===== config.mk =====
export PLATFORM = sky130hd
export DESIGN_NAME = indexed_list_store
export DESIGN_NICKNAME = d
export VERILOG_FILES = /design/src/design/ilst_pkg.sv /design/src/design/ilst_ctrl.sv /design/src/design/ilst_dp.sv /design/src/design/indexed_list_store.sv
export SDC_FILE = /design/constraint.sdc
export NUM_CORES = 1
export LEC_CHECK = 0
export BUFFER_PORTS_ARGS = -buffer_cell sky130_fd_sc_hd__buf_2
export CAP_MARGIN = 40
export CORE_ASPECT_RATIO = 1.75
export CORE_MARGIN = 1.5
export CORE_UTILIZATION = 25
export CTS_CLUSTER_SIZE = 25
export DETAILED_ROUTE_END_ITERATION = 8
export GPL_TIMING_DRIVEN = 0
export SLEW_MARGIN = 5
export SYNTH_ARGS = -nofsm -noshare
export SYNTH_HDL_FRONTEND = slang
export SYNTH_SLANG_ARGS = --single-unit

===== constraint.sdc =====
create_clock -name clk -period 8.6 [get_ports clk]
set_input_delay 1.72 -clock clk [delete_from_list [all_inputs] [get_ports clk]]
set_output_delay 1.72 -clock clk [all_outputs]
set_load 0.01 [all_outputs]

===== src/design/ilst_pkg.sv =====
`default_nettype none

package ilst_pkg;

  localparam int unsigned ActionWidth = 3;
  localparam int unsigned StatusWidth = 2;

  typedef enum logic [ActionWidth-1:0] {
    ACT_READ   = 3'd0,
    ACT_FRONT  = 3'd1,
    ACT_APPEND = 3'd2,
    ACT_BEFORE = 3'd3,
    ACT_DELETE = 3'd4
  } action_t;

  typedef enum logic [StatusWidth-1:0] {
    ST_DONE  = 2'd0,
    ST_RANGE = 2'd1,
    ST_FULL  = 2'd2
  } status_t;

  // Operation class kept for the duration of one request.
  typedef enum logic [1:0] {
    OP_NONE,
    OP_READ,
    OP_INSERT,
    OP_DELETE
  } op_t;

  typedef enum logic [2:0] {
    S_IDLE,
    S_DECODE,
    S_UP_RD,
    S_UP_WR,
    S_DN_RD,
    S_DN_WR,
    S_PLACE,
    S_FINISH
  } state_t;

  typedef enum logic [1:0] {
    RD_SLOT,
    RD_BELOW,
    RD_ABOVE
  } rd_sel_t;

  typedef enum logic {
    WR_K,
    WR_SLOT
  } wr_sel_t;

  typedef struct packed {
    logic    load;
    logic    rd_en;
    rd_sel_t rd_sel;
    logic    wr_en;
    wr_sel_t wr_sel;
    logic    k_dec;
    logic    k_inc;
    logic    finish;
  } cmd_t;

  typedef struct packed {
    op_t  op;
    logic up_more;
    logic dn_more;
  } sts_t;

endpackage

`default_nettype wire


===== src/design/ilst_ctrl.sv =====
`default_nettype none

module ilst_ctrl (
  input  wire logic          clk,
  input  wire logic          rst_n,
  input  wire logic          start,
  input  wire ilst_pkg::sts_t sts,
  output logic               busy,
  output ilst_pkg::cmd_t     cmd
);

  ilst_pkg::state_t state_r;
  ilst_pkg::state_t state_nxt;

  always_ff @(posedge clk) begin
    if (!rst_n) begin
      state_r <= ilst_pkg::S_IDLE;
    end else begin
      state_r <= state_nxt;
    end
  end

  always_comb begin
    state_nxt = state_r;
    unique case (state_r)
      ilst_pkg::S_IDLE: begin
        if (start) state_nxt = ilst_pkg::S_DECODE;
      end
      ilst_pkg::S_DECODE: begin
        unique case (sts.op)
          ilst_pkg::OP_INSERT: state_nxt = ilst_pkg::S_UP_RD;
          ilst_pkg::OP_DELETE: state_nxt = ilst_pkg::S_DN_RD;
          default:             state_nxt = ilst_pkg::S_FINISH;
        endcase
      end
      ilst_pkg::S_UP_RD: begin
        state_nxt = sts.up_more ? ilst_pkg::S_UP_WR : ilst_pkg::S_PLACE;
      end
      ilst_pkg::S_UP_WR:  state_nxt = ilst_pkg::S_UP_RD;
      ilst_pkg::S_DN_RD: begin
        state_nxt = sts.dn_more ? ilst_pkg::S_DN_WR : ilst_pkg::S_FINISH;
      end
      ilst_pkg::S_DN_WR:  state_nxt = ilst_pkg::S_DN_RD;
      ilst_pkg::S_PLACE:  state_nxt = ilst_pkg::S_FINISH;
      ilst_pkg::S_FINISH: state_nxt = ilst_pkg::S_IDLE;
      default:            state_nxt = ilst_pkg::S_IDLE;
    endcase
  end

  always_comb begin
    cmd        = '0;
    cmd.rd_sel = ilst_pkg::RD_SLOT;
    cmd.wr_sel = ilst_pkg::WR_K;
    busy       = (state_r != ilst_pkg::S_IDLE);
    unique case (state_r)
      ilst_pkg::S_IDLE: begin
        cmd.load = start;
      end
      ilst_pkg::S_DECODE: begin
        cmd.rd_en  = (sts.op == ilst_pkg::OP_READ);
        cmd.rd_sel = ilst_pkg::RD_SLOT;
      end
      ilst_pkg::S_UP_RD: begin
        cmd.rd_en  = sts.up_more;
        cmd.rd_sel = ilst_pkg::RD_BELOW;
      end
      ilst_pkg::S_UP_WR: begin
        cmd.wr_en  = 1'b1;
        cmd.wr_sel = ilst_pkg::WR_K;
        cmd.k_dec  = 1'b1;
      end
      ilst_pkg::S_DN_RD: begin
        cmd.rd_en  = sts.dn_more;
        cmd.rd_sel = ilst_pkg::RD_ABOVE;
      end
      ilst_pkg::S_DN_WR: begin
        cmd.wr_en  = 1'b1;
        cmd.wr_sel = ilst_pkg::WR_K;
        cmd.k_inc  = 1'b1;
      end
      ilst_pkg::S_PLACE: begin
        cmd.wr_en  = 1'b1;
        cmd.wr_sel = ilst_pkg::WR_SLOT;
      end
      ilst_pkg::S_FINISH: begin
        cmd.finish = 1'b1;
      end
      default: begin
        cmd = '0;
      end
    endcase
  end

endmodule

`default_nettype wire


===== src/design/ilst_dp.sv =====
`default_nettype none

module ilst_dp #(
  parameter int unsigned CAPACITY    = 64,
  parameter int unsigned VALUE_WIDTH = 16,
  localparam int unsigned CntW       = $clog2(CAPACITY + 1),
  localparam int unsigned AddrW      = $clog2(CAPACITY)
) (
  input  wire logic                         clk,
  input  wire logic                         rst_n,
  input  wire ilst_pkg::cmd_t               cmd,
  output ilst_pkg::sts_t                    sts,
  input  wire logic [ilst_pkg::ActionWidth-1:0] in_action,
  input  wire logic [CntW-1:0]              in_position,
  input  wire logic [VALUE_WIDTH-1:0]       in_item_value,
  output logic                              out_valid,
  output logic [VALUE_WIDTH-1:0]            out_read_value,
  output logic [ilst_pkg::StatusWidth-1:0]  out_status,
  output logic [CntW-1:0]                   out_length_now
);

  logic [VALUE_WIDTH-1:0] mem [CAPACITY];

  ilst_pkg::op_t          op_r;
  logic [CntW-1:0]        cnt_r;
  logic [CntW-1:0]        slot_r;
  logic [CntW-1:0]        k_r;
  logic [VALUE_WIDTH-1:0] val_r;
  logic [VALUE_WIDTH-1:0] rdata_r;
  ilst_pkg::status_t      stat_r;
  logic                   out_valid_r;
  logic [VALUE_WIDTH-1:0] out_read_value_r;
  ilst_pkg::status_t      out_status_r;
  logic [CntW-1:0]        out_length_r;

  ilst_pkg::op_t          op_nxt;
  logic [CntW-1:0]        slot_nxt;
  ilst_pkg::status_t      stat_nxt;
  logic [CntW-1:0]        cnt_nxt;
  logic                   full;
  logic [CntW-1:0]        rd_addr;
  logic [CntW-1:0]        wr_addr;
  logic [VALUE_WIDTH-1:0] wr_data;
  logic [CntW:0]          k_plus1;

  assign full = (cnt_r == CntW'(CAPACITY));

  // Request decode: range checks come before the full check for insert-before.
  always_comb begin
    op_nxt   = ilst_pkg::OP_NONE;
    slot_nxt = in_position;
    stat_nxt = ilst_pkg::ST_DONE;
    unique case (ilst_pkg::action_t'(in_action))
      ilst_pkg::ACT_READ: begin
        if (in_position < cnt_r) op_nxt = ilst_pkg::OP_READ;
        else stat_nxt = ilst_pkg::ST_RANGE;
      end
      ilst_pkg::ACT_FRONT: begin
        slot_nxt = '0;
        if (full) stat_nxt = ilst_pkg::ST_FULL;
        else op_nxt = ilst_pkg::OP_INSERT;
      end
      ilst_pkg::ACT_APPEND: begin
        slot_nxt = cnt_r;
        if (full) stat_nxt = ilst_pkg::ST_FULL;
        else op_nxt = ilst_pkg::OP_INSERT;
      end
      ilst_pkg::ACT_BEFORE: begin
        if (in_position > cnt_r) stat_nxt = ilst_pkg::ST_RANGE;
        else if (full) stat_nxt = ilst_pkg::ST_FULL;
        else op_nxt = ilst_pkg::OP_INSERT;
      end
      ilst_pkg::ACT_DELETE: begin
        if (in_position >= cnt_r) stat_nxt = ilst_pkg::ST_RANGE;
        else op_nxt = ilst_pkg::OP_DELETE;
      end
      default: begin
        op_nxt = ilst_pkg::OP_NONE;
      end
    endcase
  end

  assign k_plus1     = {1'b0, k_r} + (CntW+1)'(1);
  assign sts.op      = op_r;
  assign sts.up_more = (k_r > slot_r);
  assign sts.dn_more = (k_plus1 < {1'b0, cnt_r});

  always_comb begin
    unique case (op_r)
      ilst_pkg::OP_INSERT: cnt_nxt = cnt_r + CntW'(1);
      ilst_pkg::OP_DELETE: cnt_nxt = cnt_r - CntW'(1);
      default:             cnt_nxt = cnt_r;
    endcase
  end

  always_comb begin
    unique case (cmd.rd_sel)
      ilst_pkg::RD_BELOW: rd_addr = k_r - CntW'(1);
      ilst_pkg::RD_ABOVE: rd_addr = k_plus1[CntW-1:0];
      default:            rd_addr = slot_r;
    endcase
  end

  always_comb begin
    unique case (cmd.wr_sel)
      ilst_pkg::WR_SLOT: begin
        wr_addr = slot_r;
        wr_data = val_r;
      end
      default: begin
        wr_addr = k_r;
        wr_data = rdata_r;
      end
    endcase
  end

  always_ff @(posedge clk) begin
    if (cmd.wr_en) mem[wr_addr[AddrW-1:0]] <= wr_data;
    if (cmd.rd_en) rdata_r <= mem[rd_addr[AddrW-1:0]];
  end

  always_ff @(posedge clk) begin
    if (!rst_n) begin
      op_r        <= ilst_pkg::OP_NONE;
      cnt_r       <= '0;
      out_valid_r <= 1'b0;
    end else begin
      out_valid_r <= cmd.finish;
      if (cmd.load) op_r <= op_nxt;
      if (cmd.finish) cnt_r <= cnt_nxt;
    end
  end

  always_ff @(posedge clk) begin
    if (cmd.load) begin
      slot_r <= slot_nxt;
      stat_r <= stat_nxt;
      val_r  <= in_item_value;
      k_r    <= (op_nxt == ilst_pkg::OP_INSERT) ? cnt_r : slot_nxt;
    end else if (cmd.k_dec) begin
      k_r <= k_r - CntW'(1);
    end else if (cmd.k_inc) begin
      k_r <= k_plus1[CntW-1:0];
    end
    if (cmd.finish) begin
      out_read_value_r <= (op_r == ilst_pkg::OP_READ) ? rdata_r : '0;
      out_status_r     <= stat_r;
      out_length_r     <= cnt_nxt;
    end
  end

  assign out_valid      = out_valid_r;
  assign out_read_value = out_read_value_r;
  assign out_status     = out_status_r;
  assign out_length_now = out_length_r;

  a_cnt_bound: assert property (@(posedge clk) disable iff (!rst_n)
    cnt_r <= CntW'(CAPACITY))
    else $error("element count exceeds capacity");

  a_rd_in_range: assert property (@(posedge clk) disable iff (!rst_n)
    cmd.rd_en |-> rd_addr < cnt_r)
    else $error("memory read outside the stored elements");

  a_valid_after_finish: assert property (@(posedge clk) disable iff (!rst_n)
    out_valid_r |-> $past(cmd.finish))
    else $error("result strobe without a finished request");

  a_err_no_change: assert property (@(posedge clk) disable iff (!rst_n)
    (out_valid_r && out_status_r != ilst_pkg::ST_DONE) |-> out_length_r == cnt_r)
    else $error("failed request changed the length");

endmodule

`default_nettype wire


===== src/design/indexed_list_store.sv =====
// Ordered list store: keeps up to CAPACITY values of VALUE_WIDTH bits and a
// current length. A request is transferred at a rising edge with start high
// and busy low; it carries in_action (read, insert front, append, insert
// before in_position, delete at in_position), in_position and in_item_value.
// Each request gives exactly one result: out_valid is high for one cycle
// with out_read_value, out_status (done, out of range, full) and
// out_length_now. The receiver cannot stall; results are never held back.
// Steps from the transfer edge to the result, n the length before:
//   read or failed request : decode, finish
//   insert at slot s       : decode, shift n - s elements up, place, finish
//   delete at slot s       : decode, shift n - 1 - s elements down, finish
// Every moved element costs one read and one write on the single memory
// port pair; that shift loop sets how long a request takes. A new request
// can be transferred in the cycle in which the previous result is shown.
// Reset clears the length to zero and drops any request in flight; stored
// values are not cleared and are never read before they are written.
`default_nettype none

module indexed_list_store #(
  parameter int unsigned CAPACITY    = 64,
  parameter int unsigned VALUE_WIDTH = 16,
  localparam int unsigned CntW       = $clog2(CAPACITY + 1)
) (
  input  wire logic                                 clk,
  input  wire logic                                 rst_n,
  input  wire logic                                 start,
  output logic                                      busy,
  input  wire logic [ilst_pkg::ActionWidth-1:0]     in_action,
  input  wire logic [CntW-1:0]                      in_position,
  input  wire logic [VALUE_WIDTH-1:0]               in_item_value,
  output logic                                      out_valid,
  output logic [VALUE_WIDTH-1:0]                    out_read_value,
  output logic [ilst_pkg::StatusWidth-1:0]          out_status,
  output logic [CntW-1:0]                           out_length_now
);

  ilst_pkg::cmd_t cmd;
  ilst_pkg::sts_t sts;

  ilst_ctrl u_ctrl (
    .clk   (clk),
    .rst_n (rst_n),
    .start (start),
    .sts   (sts),
    .busy  (busy),
    .cmd   (cmd)
  );

  ilst_dp #(
    .CAPACITY    (CAPACITY),
    .VALUE_WIDTH (VALUE_WIDTH)
  ) u_dp (
    .clk            (clk),
    .rst_n          (rst_n),
    .cmd            (cmd),
    .sts            (sts),
    .in_action      (in_action),
    .in_position    (in_position),
    .in_item_value  (in_item_value),
    .out_valid      (out_valid),
    .out_read_value (out_read_value),
    .out_status     (out_status),
    .out_length_now (out_length_now)
  );

endmodule

`default_nettype wire

==> results.json <==
{
  "synth_top_flop_cell": "sky130_fd_sc_hd__edfxtp_1",
  "power.clock.fraction_pct": 18.1,
  "synth_seq_cells": 1110,
  "post_synth_fa_ha_maj_area_fraction_pct": 0.778,
  "clock_tree_buf_depth": 3,
  "leading_cell_types_in_the_layout_fill_and_taps_excluded": "sky130_fd_sc_hd__edfxtp_1 (1097), sky130_fd_sc_hd__nand2_1 (713), sky130_fd_sc_hd__and3_1 (184), sky130_fd_sc_hd__buf_2 (162), sky130_fd_sc_hd__a211oi_1 (145)",
  "dr.first_iter.drc_count": 3962,
  "layout_commonest_cell": "sky130_fd_sc_hd__edfxtp_1",
  "cts_hold_buffers": 0,
  "yosysSeqAreaShare_pct": 72.2,
  "drcViolationCount": 0,
  "synth_async_sr_flop_share_pct": 0,
  "path_class": "flip-flop to flip-flop",
  "synthesis.area_um2": 46000,
  "timing.hold.worst_path_depth": 0,
  "synth_top_cells_by_area": "sky130_fd_sc_hd__edfxtp_1 (72%), sky130_fd_sc_hd__nand2_1 (5.8%), sky130_fd_sc_hd__a311oi_1 (2.6%)",
  "placement.io_buffers": 55,
  "timing_max_transition_violations_final": 0,
  "avgSynthCellArea_um2": 13.7,
  "hold_path.startpoint": "u_dp.stat_r[0]$_DFFE_PP_",
  "r2r-start": "u_dp.k_r[0]$_DFFE_PP_",
  "synth.net_count": 3417,
  "die_h_um": 570,
  "drt-vias-per-instance": 5.27,
  "clock_tree_from_tritoncts": "done",
  "fraction_of_the_cycle_the_final_worst_path_needs_pct": 68.3,
  "netlist.area_leader.share_pct": 71.6,
  "clk_transition_reported_paths_ps": 70,
  "num_cts_buffers": 91,
  "cts_resized": 0,
  "multiInputGateArea_um2": 11900,
  "leakage_power_figure_nw": 18.0,
  "layout.filler_cells": 18300,
  "worstSkewPairLatency_ps": 730,
  "setup_viol": 0,
  "finalClockSkew_ps": 29.6,
  "clock_tree.htree_level_count": 3,
  "worst_slew_pin_slew_ps": 1020,
  "postCtsSetupRepairBufs": 0,
  "worstPathMaxFanout": 10,
  "grt_antenna_before_repair": 12,
  "worstPathRequired_ps": 9010,
  "design.die.area_um2": 187000,
  "r2r.worst_path.cells": 13,
  "global_route.overflow_total": 0,
  "synth_top_family_by_area": "simple AND/OR/NAND/NOR gates",
  "cpPeakStageDelay_ps": 650,
  "cp_cell_sequence": "clkbuf_1, inv_1, ha_1, nor3_1, o21a_1, nor2_1, buf_2, buf_2, buf_2, buf_1, nand3_1, a31oi_1, a41oi_1",
  "number_of_global_route_vias_before_repair": 31600,
  "yosysWarningCount": 0,
  "edff_count_synth": 1097,
  "maxSlewHeadroom_pct": 31.2,
  "fin_ws_ps": 2720,
  "outcome": "completed",
  "numClockSinks": 1110,
  "floorplan.initialDensity_pct": 25.1,
  "floorplan.core_area_um2": 183000,
  "xor_xnor_share_of_the_synthesized_area_pct": 0.359,
  "syn-instance-count": 3360,
  "regArea_um2": 33200,
  "synth-compound-area-share_pct": 10.1,
  "worstSetupEndpointType": "flip-flop",
  "gp_congestion": 1.03,
  "cp_data_arrival_time_ps": 6280,
  "synthDominantAreaCellType": "sky130_fd_sc_hd__edfxtp_1",
  "reg2reg_to": "u_dp.rdata_r[5]$_DFFE_PP_",
  "ant_nets": 0,
  "finalCriticalPeriod_ps": 5880,
  "synth_mux_area_share_pct": 1.35,
  "worst_path_most_repeated_cell": "sky130_fd_sc_hd__buf_2",
  "detailedPlacementHpwl_um": 141000,
  "totalNegativeSetupSlack_ps": 0,
  "via_count": 32200,
  "share_seq_of_total_power_pct": 29.4,
  "ios": 56,
  "area.growth.synth_to_final_pct": 18.8,
  "placement.cell_area_um2": 51500,
  "dp_worst_setup_slack_ps": 3020,
  "fp-row-count": 208,
  "final_design_area_no_fill_um2": 54600,
  "grt.total_usage_pct": 20.0,
  "hold_viol": 0,
  "switchingPower_mw": 11.7,
  "swShare_pct": 48.7,
  "wl_per_cell_um": 31.3,
  "grt_pass1_wl_um": 257000,
  "min-delay-path-class": "flip-flop to flip-flop",
  "critPathSlowestCell": "sky130_fd_sc_hd__buf_2",
  "setup.reg_to_reg.worst_slack_ps": 2720,
  "power_frac_comb_pct": 52.5,
  "detail_route.first_pass.iterations": 6,
  "grt_start_max_net_pins": 65,
  "die_w_um": 327,
  "internal-power_mw": 12.4,
  "fin_worst_hold_slack_ps": 441,
  "timing.critical_path.from_type": "flip-flop",
  "peakVddDrop_mv": 0.251,
  "max_cap_viol_count": 0,
  "ys_types": 76,
  "post-route-util_pct": 29.8,
  "fmaxAchievable_ghz": 0.170,
  "wl_um": 191000,
  "cts.root.buffer_cell": "sky130_fd_sc_hd__clkbuf_16",
  "worstHoldEndpoint": "u_dp.out_status[0]$_DFFE_PP_",
  "powerDensity_nw_per_um2": 441,
  "final_nets": 3673,
  "post_synthesis_simple_gate_area_fraction_pct": 12.4,
  "drive_gt1_share_pct": 14.7,
  "rsz0062_at_grt": "no"
}
-- registers in the layout (all words and copies together), names as in the netlist, 7 cells and up --
| signal | cells |
|---|---|
| u_dp.slot_r | 7 |
| u_dp.cnt_r | 7 |
| u_dp.k_r | 7 |
| u_dp.val_r | 16 |
| u_dp.mem | 1024 |
| u_dp.rdata_r | 16 |
| u_dp.out_read_value | 16 |
| u_dp.out_length_now | 7 |
-- cells by family (layout without fill, tap and decap cells) --
group,count (synthesis),after routing
compound gates,614,614
xor+xnor,18,18
fa+ha+maj,28,28
buf+inv,267,597
flops,1110,1110
mux,60,60
other cells,0,6
simple gates,1263,1263
-- metal layers --
layer  global-route usage [%]  wire length [um]
met1                     18.5             57200
met2                     36.0             96700
met3                     3.62             13700
met4                     20.5             23700
met5                        0                13
-- critical path: cells and delay by family, from the launching register on --
| kind | cells | cell delay, ps |
|---|---|---|
| AND/OR/NAND/NOR | 3 | 840 |
| flip-flops | 1 | 410 |
| buffers and inverters | 6 | 2790 |
| adder cells (fa/ha/maj) | 1 | 510 |
| AO/OA/AOI/OAI | 3 | 980 |
-- cell usage after synthesis (5+ instances only) --
library cell / count
sky130_fd_sc_hd__edfxtp_1: 1097
sky130_fd_sc_hd__nand2_1: 713
sky130_fd_sc_hd__and3_1: 184
sky130_fd_sc_hd__a211oi_1: 145
sky130_fd_sc_hd__a311oi_1: 135
sky130_fd_sc_hd__nand3_1: 110
sky130_fd_sc_hd__nor2_1: 107
sky130_fd_sc_hd__buf_2: 103
sky130_fd_sc_hd__clkbuf_1: 92
sky130_fd_sc_hd__o21ai_0: 64
sky130_fd_sc_hd__a31oi_1: 45
sky130_fd_sc_hd__mux2i_1: 43
sky130_fd_sc_hd__a21oi_1: 41
sky130_fd_sc_hd__nor3_1: 40
sky130_fd_sc_hd__nand4_1: 31
sky130_fd_sc_hd__buf_4: 27
sky130_fd_sc_hd__ha_1: 27
sky130_fd_sc_hd__inv_1: 25
sky130_fd_sc_hd__and2_1: 21
sky130_fd_sc_hd__mux2_2: 17
sky130_fd_sc_hd__a311o_1: 16
sky130_fd_sc_hd__o21bai_1: 16
sky130_fd_sc_hd__a22oi_1: 15
sky130_fd_sc_hd__xnor2_1: 14
sky130_fd_sc_hd__dfxtp_1: 13
sky130_fd_sc_hd__a21o_1: 12
sky130_fd_sc_hd__a32oi_1: 12
sky130_fd_sc_hd__o21a_1: 12
sky130_fd_sc_hd__or3_1: 12
sky130_fd_sc_hd__a31o_2: 11
sky130_fd_sc_hd__nor2b_1: 11
sky130_fd_sc_hd__o2111ai_1: 10
sky130_fd_sc_hd__o32ai_1: 10
sky130_fd_sc_hd__buf_1: 9
sky130_fd_sc_hd__buf_6: 9
sky130_fd_sc_hd__nand2b_1: 9
sky130_fd_sc_hd__o311a_1: 6
sky130_fd_sc_hd__o31ai_1: 6
sky130_fd_sc_hd__a221oi_1: 5
sky130_fd_sc_hd__nand3b_1: 5
sky130_fd_sc_hd__o211ai_1: 5
sky130_fd_sc_hd__o21ai_1: 5
-- layout make-up --
cell class / instances / share of cell area [%]
buffer: 242 / 2.21
sequential: 1110 / 60.8
inverter: 25 / 0.172
tap: 2415 / 5.53
timing repair buffer: 163 / 3.94
multi-input combinational: 1983 / 21.8
antenna: 6 / 0.0275
clock buffer: 104 / 4.30
clock inverter: 63 / 1.23
-- how the worst max path moves through the flow --
stage | end | startpoint | slack, ps
floorplan | u_dp.k_r[2]$_DFFE_PP_ | in_position[1] | 4710
detailed placement | u_dp.rdata_r[5]$_DFFE_PP_ | u_dp.k_r[0]$_DFFE_PP_ | 3020
finish | u_dp.rdata_r[5]$_DFFE_PP_ | u_dp.k_r[0]$_DFFE_PP_ | 2720
global placement | u_dp.rdata_r[12]$_DFFE_PP_ | u_dp.k_r[0]$_DFFE_PP_ | 2900
global route | u_dp.rdata_r[5]$_DFFE_PP_ | u_dp.k_r[0]$_DFFE_PP_ | 2840
CTS | u_dp.rdata_r[5]$_DFFE_PP_ | u_dp.k_r[0]$_DFFE_PP_ | 3010
-- power by group through the flow --
| stage | combinational [mW] | clock [mW] | sequential (mW) |
|---|---|---|---|
| after floorplan | 5.67 | 0 | 7.18 |
| after global placement | 11.4 | 0 | 7.25 |
| after detailed placement | 12.1 | 0 | 7.21 |
| after CTS | 12.1 | 4.38 | 7.09 |
| after global routing | 12.7 | 4.54 | 7.11 |
| final | 12.7 | 4.37 | 7.09 |
-- per-stage QoR --
step                      cells  total power [mW]
after floorplan            3360              12.8
after global placement     5830              18.7
after detailed placement   5933              19.3
after CTS                  6100              23.6
after global routing       6108              24.4
final                      6111              24.1
Power figures use the tool's default switching activity.
